File: src/rtl/mrct_pkg.sv
// types and constants shared by the capture trigger modules
package mrct_pkg;

  localparam int unsigned SEQ_W       = 64;
  localparam int unsigned TIME_W      = 64;
  localparam int unsigned IV_W        = 34;
  localparam int unsigned CNT_W       = 3;
  localparam int unsigned IDX_W       = 2;
  localparam int unsigned REG_SENSORS = 4;
  localparam int unsigned CFG_IDX_W   = 3;
  localparam int unsigned CFG_DATA_W  = 34;

  localparam logic [CFG_IDX_W-1:0] REG_SENSOR_COUNT = 3'd0;
  localparam logic [CFG_IDX_W-1:0] REG_INTERVAL_0   = 3'd1;

  localparam logic [IV_W-1:0] INTERVAL_RESET = 34'd33333333;

  typedef struct packed {
    logic [SEQ_W-1:0]  seq_number;
    logic [TIME_W-1:0] sim_time_ns;
    logic              map_tag_present;
    logic              session_tag_present;
  } mrct_in_t;

  typedef struct packed {
    logic [IDX_W-1:0]  sensor_index;
    logic [SEQ_W-1:0]  source_seq;
    logic [TIME_W-1:0] capture_time_ns;
    logic              last_of_run;
  } mrct_out_t;

  typedef struct packed {
    logic                   load;
    logic [REG_SENSORS-1:0] mask;
  } mrct_emit_ctrl_t;

  typedef struct packed {
    logic empty;
  } mrct_emit_stat_t;

endpackage

File: src/rtl/mrct_sub.sv
// shared 64-bit subtractor with borrow, used for every compare of the walk
module mrct_sub (
  input  logic [mrct_pkg::TIME_W-1:0] a_i,
  input  logic [mrct_pkg::TIME_W-1:0] b_i,
  output logic [mrct_pkg::TIME_W-1:0] diff_o,
  output logic                        borrow_o
);
  import mrct_pkg::*;

  logic [TIME_W:0] res;

  assign res      = {1'b0, a_i} - {1'b0, b_i};
  assign diff_o   = res[TIME_W-1:0];
  assign borrow_o = res[TIME_W];

endmodule

File: src/rtl/mrct_emit.sv
// result output register, drains the fire mask one beat at a time
module mrct_emit (
  input  logic                          clk_i,
  input  logic                          rst_ni,
  input  mrct_pkg::mrct_emit_ctrl_t     ctrl_i,
  output mrct_pkg::mrct_emit_stat_t     stat_o,
  input  logic [mrct_pkg::SEQ_W-1:0]    seq_i,
  input  logic [mrct_pkg::TIME_W-1:0]   time_i,
  output logic                          out_valid_o,
  input  logic                          out_stall_i,
  output mrct_pkg::mrct_out_t           out_data_o
);
  import mrct_pkg::*;

  logic [REG_SENSORS-1:0] mask_q, mask_d;
  logic                   valid_q, valid_d;
  mrct_out_t              out_q, out_d;
  logic [IDX_W-1:0]       sel;
  logic [REG_SENSORS-1:0] rest;
  logic                   take;

  always_comb begin
    sel = '0;
    for (int i = REG_SENSORS - 1; i >= 0; i--) begin
      if (mask_q[i]) begin
        sel = IDX_W'(i);
      end
    end
  end

  assign rest = mask_q & ~(REG_SENSORS'(1) << sel);
  assign take = !valid_q || !out_stall_i;

  always_comb begin
    mask_d  = mask_q;
    valid_d = valid_q;
    out_d   = out_q;
    if (ctrl_i.load) begin
      mask_d = ctrl_i.mask;
      if (take) begin
        valid_d = 1'b0;
      end
    end else if (take && (mask_q != '0)) begin
      out_d.sensor_index    = sel;
      out_d.source_seq      = seq_i;
      out_d.capture_time_ns = time_i;
      out_d.last_of_run     = (rest == '0);
      valid_d               = 1'b1;
      mask_d                = rest;
    end else if (take) begin
      valid_d = 1'b0;
    end
  end

  always_ff @(posedge clk_i or negedge rst_ni) begin
    if (!rst_ni) begin
      mask_q  <= '0;
      valid_q <= 1'b0;
    end else begin
      mask_q  <= mask_d;
      valid_q <= valid_d;
    end
  end

  always_ff @(posedge clk_i) begin
    out_q <= out_d;
  end

  assign stat_o.empty = (mask_q == '0);
  assign out_valid_o  = valid_q;
  assign out_data_o   = out_q;

endmodule

File: src/rtl/multi_rate_capture_trigger.sv
// capture trigger top level: config registers, sensor store and walk sequencer
//
// One state update comes in per input beat (in_valid_i / in_stall_o). in_stall_o
// is high from the cycle after an accepted beat until the update is fully
// processed. Each update is checked in the CHECK state; an accepted update then
// walks the active sensors on the one shared subtractor, per sensor a time
// difference (DIFF) then a compare with the interval (CMP). Firing sensors leave
// as result beats on out_valid_o / out_data_o, one per cycle while out_stall_i
// is low, lowest index first, with last_of_run on the final one. A rejected
// update gives no beat. An accepted one returns to idle after the walk when no
// sensor fires, otherwise once the EMIT state has handed every firing sensor to
// the output register. A stalled result beat holds in the output register; the
// next update is taken while the final beat waits. Config writes (cfg_we_i)
// must be made only while idle; the block itself does not enforce this. Writing
// the sensor count clears the last sequence and all capture times. Reset gives
// count 0, all intervals 33333333 ns, cleared state.
module multi_rate_capture_trigger #(
  parameter int unsigned MAX_SENSORS = 4
) (
  input  logic                              clk_i,
  input  logic                              rst_ni,
  input  logic                              in_valid_i,
  output logic                              in_stall_o,
  input  mrct_pkg::mrct_in_t                in_data_i,
  output logic                              out_valid_o,
  input  logic                              out_stall_i,
  output mrct_pkg::mrct_out_t               out_data_o,
  input  logic                              cfg_we_i,
  input  logic [mrct_pkg::CFG_IDX_W-1:0]    cfg_index_i,
  input  logic [mrct_pkg::CFG_DATA_W-1:0]   cfg_data_i
);
  import mrct_pkg::*;

  localparam int unsigned NS     = (MAX_SENSORS < REG_SENSORS) ? MAX_SENSORS : REG_SENSORS;
  localparam int unsigned SIDX_W = (NS > 1) ? $clog2(NS) : 1;

  localparam logic [2:0] ST_IDLE  = 3'd0;
  localparam logic [2:0] ST_CHECK = 3'd1;
  localparam logic [2:0] ST_DIFF  = 3'd2;
  localparam logic [2:0] ST_CMP   = 3'd3;
  localparam logic [2:0] ST_EMIT  = 3'd4;

  logic [2:0]             state_q, state_d;
  mrct_in_t               item_q;
  logic [CNT_W-1:0]       count_q;
  logic [IV_W-1:0]        interval_q [NS];
  logic [SEQ_W-1:0]       last_seq_q;
  logic [TIME_W-1:0]      times_q [NS];
  logic [SIDX_W-1:0]      idx_q;
  logic [TIME_W-1:0]      diff_q;
  logic                   back_q;
  logic                   never_q;
  logic [REG_SENSORS-1:0] mask_q;

  logic [TIME_W-1:0]      op_a, op_b, sub_diff;
  logic                   sub_borrow;
  logic [CNT_W-1:0]       n_act;
  logic                   in_take;
  logic                   upd_ok;
  logic                   fire;
  logic                   last_sensor;
  logic [REG_SENSORS-1:0] mask_next;
  mrct_emit_ctrl_t        emit_ctrl;
  mrct_emit_stat_t        emit_stat;

  assign n_act   = (count_q > CNT_W'(NS)) ? CNT_W'(NS) : count_q;
  assign in_take = in_valid_i && !in_stall_o;
  assign in_stall_o = (state_q != ST_IDLE);

  always_comb begin
    op_a = '0;
    op_b = '0;
    case (state_q)
      ST_CHECK: begin
        op_a = last_seq_q;
        op_b = item_q.seq_number;
      end
      ST_DIFF: begin
        op_a = item_q.sim_time_ns;
        op_b = times_q[idx_q];
      end
      ST_CMP: begin
        op_a = diff_q;
        op_b = TIME_W'(interval_q[idx_q]);
      end
      default: begin
        op_a = '0;
        op_b = '0;
      end
    endcase
  end

  mrct_sub u_sub (
    .a_i      (op_a),
    .b_i      (op_b),
    .diff_o   (sub_diff),
    .borrow_o (sub_borrow)
  );

  assign upd_ok = (n_act != '0) && (item_q.seq_number != '0) && sub_borrow &&
                  item_q.map_tag_present && item_q.session_tag_present;
  assign fire        = never_q || (!back_q && !sub_borrow);
  assign last_sensor = (CNT_W'(idx_q) == (n_act - CNT_W'(1)));

  always_comb begin
    mask_next = mask_q;
    if (fire) begin
      mask_next[idx_q] = 1'b1;
    end
  end

  always_comb begin
    state_d        = state_q;
    emit_ctrl.load = 1'b0;
    emit_ctrl.mask = mask_next;
    case (state_q)
      ST_IDLE: begin
        if (in_take) begin
          state_d = ST_CHECK;
        end
      end
      ST_CHECK: begin
        state_d = upd_ok ? ST_DIFF : ST_IDLE;
      end
      ST_DIFF: begin
        state_d = ST_CMP;
      end
      ST_CMP: begin
        if (last_sensor) begin
          if (mask_next != '0) begin
            emit_ctrl.load = 1'b1;
            state_d        = ST_EMIT;
          end else begin
            state_d = ST_IDLE;
          end
        end else begin
          state_d = ST_DIFF;
        end
      end
      ST_EMIT: begin
        if (emit_stat.empty) begin
          state_d = ST_IDLE;
        end
      end
      default: begin
        state_d = ST_IDLE;
      end
    endcase
  end

  always_ff @(posedge clk_i or negedge rst_ni) begin
    if (!rst_ni) begin
      state_q    <= ST_IDLE;
      count_q    <= '0;
      last_seq_q <= '0;
      idx_q      <= '0;
      mask_q     <= '0;
      for (int i = 0; i < NS; i++) begin
        interval_q[i] <= INTERVAL_RESET;
        times_q[i]    <= '0;
      end
    end else begin
      state_q <= state_d;
      if (cfg_we_i) begin
        if (cfg_index_i == REG_SENSOR_COUNT) begin
          count_q    <= cfg_data_i[CNT_W-1:0];
          last_seq_q <= '0;
          for (int i = 0; i < NS; i++) begin
            times_q[i] <= '0;
          end
        end
        for (int i = 0; i < NS; i++) begin
          if (cfg_index_i == (REG_INTERVAL_0 + CFG_IDX_W'(i))) begin
            interval_q[i] <= cfg_data_i[IV_W-1:0];
          end
        end
      end
      if ((state_q == ST_CHECK) && upd_ok) begin
        last_seq_q <= item_q.seq_number;
        idx_q      <= '0;
        mask_q     <= '0;
      end
      if (state_q == ST_CMP) begin
        mask_q <= mask_next;
        if (fire) begin
          times_q[idx_q] <= item_q.sim_time_ns;
        end
        if (!last_sensor) begin
          idx_q <= idx_q + SIDX_W'(1);
        end
      end
    end
  end

  always_ff @(posedge clk_i) begin
    if (in_take) begin
      item_q <= in_data_i;
    end
    if (state_q == ST_DIFF) begin
      diff_q  <= sub_diff;
      back_q  <= sub_borrow;
      never_q <= (times_q[idx_q] == '0);
    end
  end

  mrct_emit u_emit (
    .clk_i       (clk_i),
    .rst_ni      (rst_ni),
    .ctrl_i      (emit_ctrl),
    .stat_o      (emit_stat),
    .seq_i       (item_q.seq_number),
    .time_i      (item_q.sim_time_ns),
    .out_valid_o (out_valid_o),
    .out_stall_i (out_stall_i),
    .out_data_o  (out_data_o)
  );

endmodule

File: config.mk
export PLATFORM = sky130hd
export DESIGN_NAME = multi_rate_capture_trigger
export DESIGN_NICKNAME = d
export VERILOG_FILES = /design/src/rtl/mrct_pkg.sv /design/src/rtl/mrct_sub.sv /design/src/rtl/mrct_emit.sv /design/src/rtl/multi_rate_capture_trigger.sv
export SDC_FILE = /design/constraint.sdc
export NUM_CORES = 1
export LEC_CHECK = 0
export ABC_AREA = 1
export BUFFER_PORTS_ARGS = -buffer_cell sky130_fd_sc_hd__buf_2
export CORE_ASPECT_RATIO = 0.75
export CORE_MARGIN = 4
export CORE_UTILIZATION = 40
export DETAILED_ROUTE_END_ITERATION = 6
export PLACE_DENSITY = 0.59
export SYNTH_ARGS = -nofsm -noshare
export SYNTH_HDL_FRONTEND = slang
export SYNTH_SLANG_ARGS = --single-unit
File: constraint.sdc
create_clock -name clk_i -period 20 [get_ports clk_i]
set_input_delay 3 -clock clk_i [delete_from_list [all_inputs] [get_ports clk_i]]
set_output_delay 3 -clock clk_i [all_outputs]
set_load 0.05 [all_outputs]
**Word-level counts from Yosys, hierarchy flattened**

Cells that the tools add are included.

- Memory bits (writable): 0
- Register bits after elaboration: 800
- Memories: 0
- Bits in latches: 0
- Bits in read-only memories: 0

- Eq/ne operators: 11
- Reductions and logical operators: 39
- Shifts and indexed selects: 1
- $add $sub $neg: 3
- Magnitude comparators: 5
- Bitwise gates (word level): 5
- Mux-type cells: 45
- Divide/modulo/power cells: 0
- Multiply operators: 0

Operators by type and width:

| kind | count |
|---|---|
| 256-bit 2-to-1 mux | 4 |
| 64-bit 2-to-1 mux | 6 |
| 64-bit case mux with 3 select lines | 2 |
| 256-bit bitwise mux | 1 |
| 64-bit binary-select mux with 2-bit select | 1 |
| 64-bit demux with 2-bit select | 1 |
| 34-bit binary-select mux with 2-bit select | 1 |
| 34-bit 2-to-1 mux | 2 |
| 64-bit by 64-bit subtractor with 65-bit output | 1 |
| 64-bit logical NOT | 1 |
| 64-bit nonzero test | 1 |
| 4-bit 2-to-1 mux | 5 |
| 2-bit 2-to-1 mux | 8 |
| 2-bit AND reduction | 8 |
| 3-bit 2-to-1 mux | 5 |
| 3-bit case mux with 5 select lines | 1 |
| 3-bit by 2-bit equality test with 1-bit output (second input constant) | 4 |
| 1-bit logical AND | 10 |
| 4-bit logical NOT | 2 |
| 2-bit nonzero test | 4 |
| 4-bit nonzero test | 2 |
| 1-bit 2-to-1 mux | 7 |
| 3-bit by 1-bit equality test with 1-bit output (second input constant) | 2 |
| 3-bit equality test (second input constant) | 2 |
| other kinds (20) | 28 |

**Depth between registers and ports, before layout**

- Word-level depth: 16
- Gate-level depth with buffers: 31

**Hierarchy**

Synthesis repeated with hierarchy kept, for this count alone.

- Cells, all modules: 4717
- Area, all modules: 39565.4 um^2

By module, submodules not included:

| module | cells an instance | sequential area each (um^2) | area an instance (um^2) | instances |
|---|---|---|---|---|
| multi_rate_capture_trigger | 3168 | 17661.9 | 29131.7 | 1 |
| mrct_sub | 1372 | 0.0 | 6192.2 | 1 |
| mrct_emit | 177 | 4058.9 | 4241.6 | 1 |

**Worst setup path after synthesis**

Ideal clock, no wire load.

- Path type: input to register
- From: in in_valid_i
- To: reg item_q[0] (netlist name), enable pin
- Stages on the path: 2
- Buffers on the path: 0
- Arrival time: 8.393 ns
- Path slack: 10.987 ns
- Setup time: 0.621 ns
- Required time: 19.379 ns
- Cells stage by stage: inv_1 -> nor2_1

- Word-level cells in the longest chain between the ends: 1

RTL lines:

| item | line | text |
|---|---|---|
| start, declared | multi_rate_capture_trigger.sv:22 | `input logic in_valid_i,` |
| 1-bit logical AND | multi_rate_capture_trigger.sv:67 | `assign in_take = in_valid_i && !in_stall_o;` |
| named net in_take | multi_rate_capture_trigger.sv:58 | `logic in_take;` |
| end signal, assigned | multi_rate_capture_trigger.sv:197 | `item_q <= in_data_i;` |
| end, declared | multi_rate_capture_trigger.sv:44 | `mrct_in_t item_q;` |

The timed path passes the listed nets, and every way through them passes these cells.
A chain may end at the register's enable or synchronous reset.

**Final worst setup path**

- From: reg idx_q[0]
- To: reg u_emit.out_q, in the netlist u_emit.out_data_o[112], enable pin

- Word-level cells in the longest chain between the ends: 16

RTL lines:

| item | line | text |
|---|---|---|
| start, declared | multi_rate_capture_trigger.sv:49 | `logic [SIDX_W-1:0] idx_q;` |
| start signal, assigned | multi_rate_capture_trigger.sv:189 | `idx_q <= idx_q + SIDX_W'(1);` |
| 2-bit NOT with 3-bit output (implied by the code) | multi_rate_capture_trigger.sv:80, multi_rate_capture_trigger.sv:84 |  |
| 34-bit binary-select mux with 2-bit select / 64-bit binary-select mux with 2-bit select (equally long branches) | multi_rate_capture_trigger.sv:84, multi_rate_capture_trigger.sv:80 |  |
| 34-bit 2-to-1 mux (implied by the code) / 64-bit 2-to-1 mux (equally long branches) (2 in a row) | multi_rate_capture_trigger.sv:84, multi_rate_capture_trigger.sv:80 |  |
| 64-bit case mux with 3 select lines | multi_rate_capture_trigger.sv:73 | `case (state_q)` |
| 64-bit by 64-bit subtractor with 65-bit output | mrct_sub.sv:12 | `assign res = {1'b0, a_i} - {1'b0, b_i};` |
| 1-bit logical NOT | multi_rate_capture_trigger.sv:102 | `assign fire = never_q \|\| (!back_q && !sub_borrow);` |
| 1-bit logical AND | multi_rate_capture_trigger.sv:102 |  |
| 1-bit logical OR | multi_rate_capture_trigger.sv:102 |  |
| 4-bit 2-to-1 mux | multi_rate_capture_trigger.sv:107 | `if (fire) begin` |
| 4-bit nonzero test | multi_rate_capture_trigger.sv:130 | `if (mask_next != '0) begin` |
| 1-bit 2-to-1 mux | multi_rate_capture_trigger.sv:130 |  |
| 1-bit 2-to-1 mux (*) | multi_rate_capture_trigger.sv:129 | `if (last_sensor) begin` |
| 1-bit 2-to-1 mux (*) | multi_rate_capture_trigger.sv:116 | `case (state_q)` |
| 1-bit NOT (no line) (*) | n/a |  |
| 2-bit AND reduction (no line) (*) | n/a |  |
| end signal, assigned | mrct_emit.sv:66 | `out_q <= out_d;` |
| end, declared | mrct_emit.sv:17 | `mrct_out_t out_q, out_d;` |

Every way passes the cells marked *; elsewhere a longest branch is shown, timed or not. The select of a mux whose other input is x is not followed.

==> out/metrics.cfg <==
[critical_path]
crit_path_start_kind = register
cp.arrival_ns = 7.46
cp-end-kind = register
path_class = reg -> reg
cp.required_ns = 20.27
crit_path_max_fanout = 121

[clock_network]
cts_max_level = 3
cts_setup_buffers = 0
cts_buffer_depth = 3
clk_pin_slew_ns = 0.06
cts_tree = yes
cts_resized = 0
clkLatencyLatePin_ns = 0.66
cts_sinks = 800
cts_buffers = 86
root_buffer = clkbuf_16
ctsHoldBuffers = 0

[sta]
post-route-period-util = 0.360
fin_crit_ns = 7.19
fmax_mhz = 139
setup_violations = 0
rsz0062_at_grt = no
drv_slew = 0
hold_viol_final = 0
setup_tns_ns = 0
tightestPinTransition_ns = 1.11
max_slew_margin = 0.249
clock_skew_ns = 0.0327

[placed_design]
dp.final_hpwl_um = 78800
placed_area_um2 = 39500
gp_congestion = 0.972
port_buffers = 304

[route]
route.antenna.remaining_nets = 0
drc = 0
vias_per_cell = 5.48
routed_wl_um = 115000
firstDrtPassIters = 5
vias = 29300
first_iter_violations = 3409
wl_per_cell_um = 21.5

[logic_synthesis]
ys_warn_count = 0
async_flop_share = 0.591
synth_edf_count = 327
seq_area_frac_synth = 0.586
ys_ff_latch = 800
synthFlopType = dfrtp_1
syn_inst = 3843
yosysUniqueCellTypes = 52
synth_nets = 4086
avgSynthCellArea_um2 = 9.64
syn-cell-area_um2 = 37100

[layout]
antenna_cells = 0
layout-drive-gt1-share = 0.151
fin_nets = 4289
area_growth_pct = 14.6
finalInstanceArea_um2 = 42500
fin_util = 0.464
fill_cells = 8758

[power_and_ir_drop]
p_leak_nw = 18.2
power_density_nw_per_um2 = 191
ir_worst_vdd_mv = 0.0922
finalPower_w = 0.00814

[global_routing]
grt_max_degree = 122
grt_pass1_wl_um = 175000
track_usage = 0.229
grt_overflow = 0
grt_pass1_vias = 28000
grt_antenna_before_repair = 3

[min_path]
hold_path_class = reg -> reg

[die]
rows = 96
start_util = 0.404
ios = 305
dieArea_um2 = 97600
fp.coreArea_um2 = 91600
die_y_um = 272
die_x_um = 359

[run_status]
status = complete, no violations

[run]
drv_cap = 0

-- layout by cell type, fill, tap and decap left out, types with 5 or more instances in the layout --
cell type,synthesis,final
clkbuf_1,123,15
inv_2,10,10
nand2_1,720,718
o22ai_1,64,64
o21ai_2,49,49
a22oi_1,20,20
a221oi_1,17,17
o21bai_1,8,8
ha_1,70,70
nand2_2,8,8
nor4_1,26,26
a21oi_1,174,174
dfstp_2,52,52
o21ai_1,210,210
nand3_1,288,286
o21ai_0,326,326
nor3_1,9,8
buf_4,4,37
xor2_1,39,39
nand4_1,24,24
a31oi_1,18,18
inv_1,299,296
o211ai_1,52,52
edfxtp_1,327,327
buf_2,50,303
xnor2_1,22,22
clkinv_2,0,16
a32o_1,64,64
clkinv_1,1,7
clkbuf_16,0,94
dfrtp_1,421,420
nor2_1,264,263
inv_6,0,8
clkbuf_8,0,5
bufinv_16,0,10
a21o_1,6,6
-- kinds of logic (layout without fill, tap and decap cells) --
logic type | after synthesis | count (layout) | synth area share
DFF | 800 | 800 | 0.586
xor gates and xnor gates | 61 | 61 | 0.0144
and+or+nand+nor | 1355 | 1355 | 0.154
buffers and inverters | 536 | 813 | 0.0588
AOI/OAI and AO/OA | 1020 | 1020 | 0.163
adders and majority gates | 71 | 71 | 0.0242
-- synthesized netlist by cell type (3+ instances only) --
cell type	instances	area share
a21o_1	6	0.0012
o21a_1	3	0.00061
buf_2	50	0.0068
o21bai_1	8	0.0016
buf_4	4	0.00081
xor2_1	39	0.0092
a22oi_1	20	0.0041
dfstp_2	52	0.037
buf_1	37	0.0037
a221oi_1	17	0.0040
nand4_1	24	0.0041
nor3_1	9	0.0012
nand3_1	288	0.039
nand2_2	8	0.0014
ha_1	70	0.024
o21ai_1	210	0.028
o21ai_2	49	0.012
nand2_1	720	0.073
inv_2	10	0.0010
o211ai_1	52	0.011
o21ai_0	326	0.044
o22ai_1	64	0.011
nand3b_1	3	0.00061
a31oi_1	18	0.0030
xnor2_1	22	0.0052
nor4_1	26	0.0044
clkbuf_1	123	0.012
edfxtp_1	327	0.26
nor2_1	264	0.027
inv_1	299	0.030
a32o_1	64	0.017
dfrtp_1	421	0.28
a21oi_1	174	0.023
nand3_2	4	0.0011
buf_6	12	0.0036
-- critical path, cell delays in order, from the launching register on --
cell and delay [ns]:
dfrtp_4 0.75, inv_6 0.73, buf_4 0.75, nand2_1 0.12, a32o_1 0.28, o22ai_1 0.11
nor2_1 0.06, ha_1 0.35, nand2_1 0.13, inv_1 0.05, a21oi_1 0.13, nand2_1 0.17
nand2_1 0.12, nand2_2 0.09, nand2_2 0.07, nand2_2 0.10, nand2_2 0.10, nand2_4 0.07
nand2_2 0.08, nand2_4 0.15, nand2_1 0.12, nand2_1 0.07, nor2_1 0.13, nand2_2 0.07
nand2_2 0.13, nand2_1 0.15, inv_6 0.54, buf_4 0.70
-- registers in the layout, indices dropped and copies added (netlist names), 2 cells and up --
signal             flops
last_seq_q            64
u_emit.out_data_o    131
idx_q                  2
count_q                3
mask_q                 4
diff_q                64
item_q               130
times_q              256
u_emit.mask_q          4
interval_q           136
state_q                3
-- per-layer routing --
| layer | track usage | up-vias | wire length [um] |
|---|---|---|---|
| met4 | 0.0577 | 2 | 2660 |
| met5 | 0 | - | 14 |
| met1 | 0.352 | 14300 | 55300 |
| met2 | 0.326 | 1099 | 47700 |
| li1 | - | 13800 | - |
| met3 | 0.0515 | 163 | 9320 |
-- stage by stage --
| step | hold slack (ns) | cells | worst slack (ns) |
|---|---|---|---|
| 2_1_floorplan | 0.426 | 3843 | 10.99 |
| 3_3_place_gp | 0.431 | 5183 | 13.09 |
| 3_5_place_dp | 0.434 | 5183 | 12.96 |
| 4_1_cts | 0.446 | 5345 | 12.92 |
| 5_1_grt | 0.455 | 5345 | 12.27 |
| 6_report | 0.444 | 5345 | 12.81 |
-- final timing paths --
path | from | to | slack [ns] | cells past startpoint
setup reg to reg | idx_q[0] | u_emit.out_data_o[112] | 12.81 | 27
hold reg to reg | item_q[51] | u_emit.out_data_o[50] | 0.44 | 0
hold / removal | item_q[51] | u_emit.out_data_o[50] | 0.44 | 0
setup / recovery | idx_q[0] | u_emit.out_data_o[112] | 12.81 | 27
min in group asynchronous | rst_ni | interval_q[62] | 2.38 | 1
max in group asynchronous | rst_ni | times_q[52] | 15.40 | 3
-- power by group --
group	total, W	internal [W]	leakage [nW]	switching (W)
Sequential	0.00271	0.00242	9.17	0.000294
Clock	0.00170	0.00101	1.47	0.000698
Combinational	0.00372	0.00110	7.52	0.00262
Total	0.00814	0.00452	18.2	0.00361
-- final cells by class --
type                    instances  area, um^2  share of cell area
inverters                     310        1180              0.0277
multi-input cells            2507       13200               0.312
flip-flops and latches        800       21700               0.511
clock inverters                48         532              0.0125
repair buffers                341        1810              0.0426
clock buffers                 114        2480              0.0583
well taps                    1225        1530              0.0361
Power figures use the tool's default switching activity.
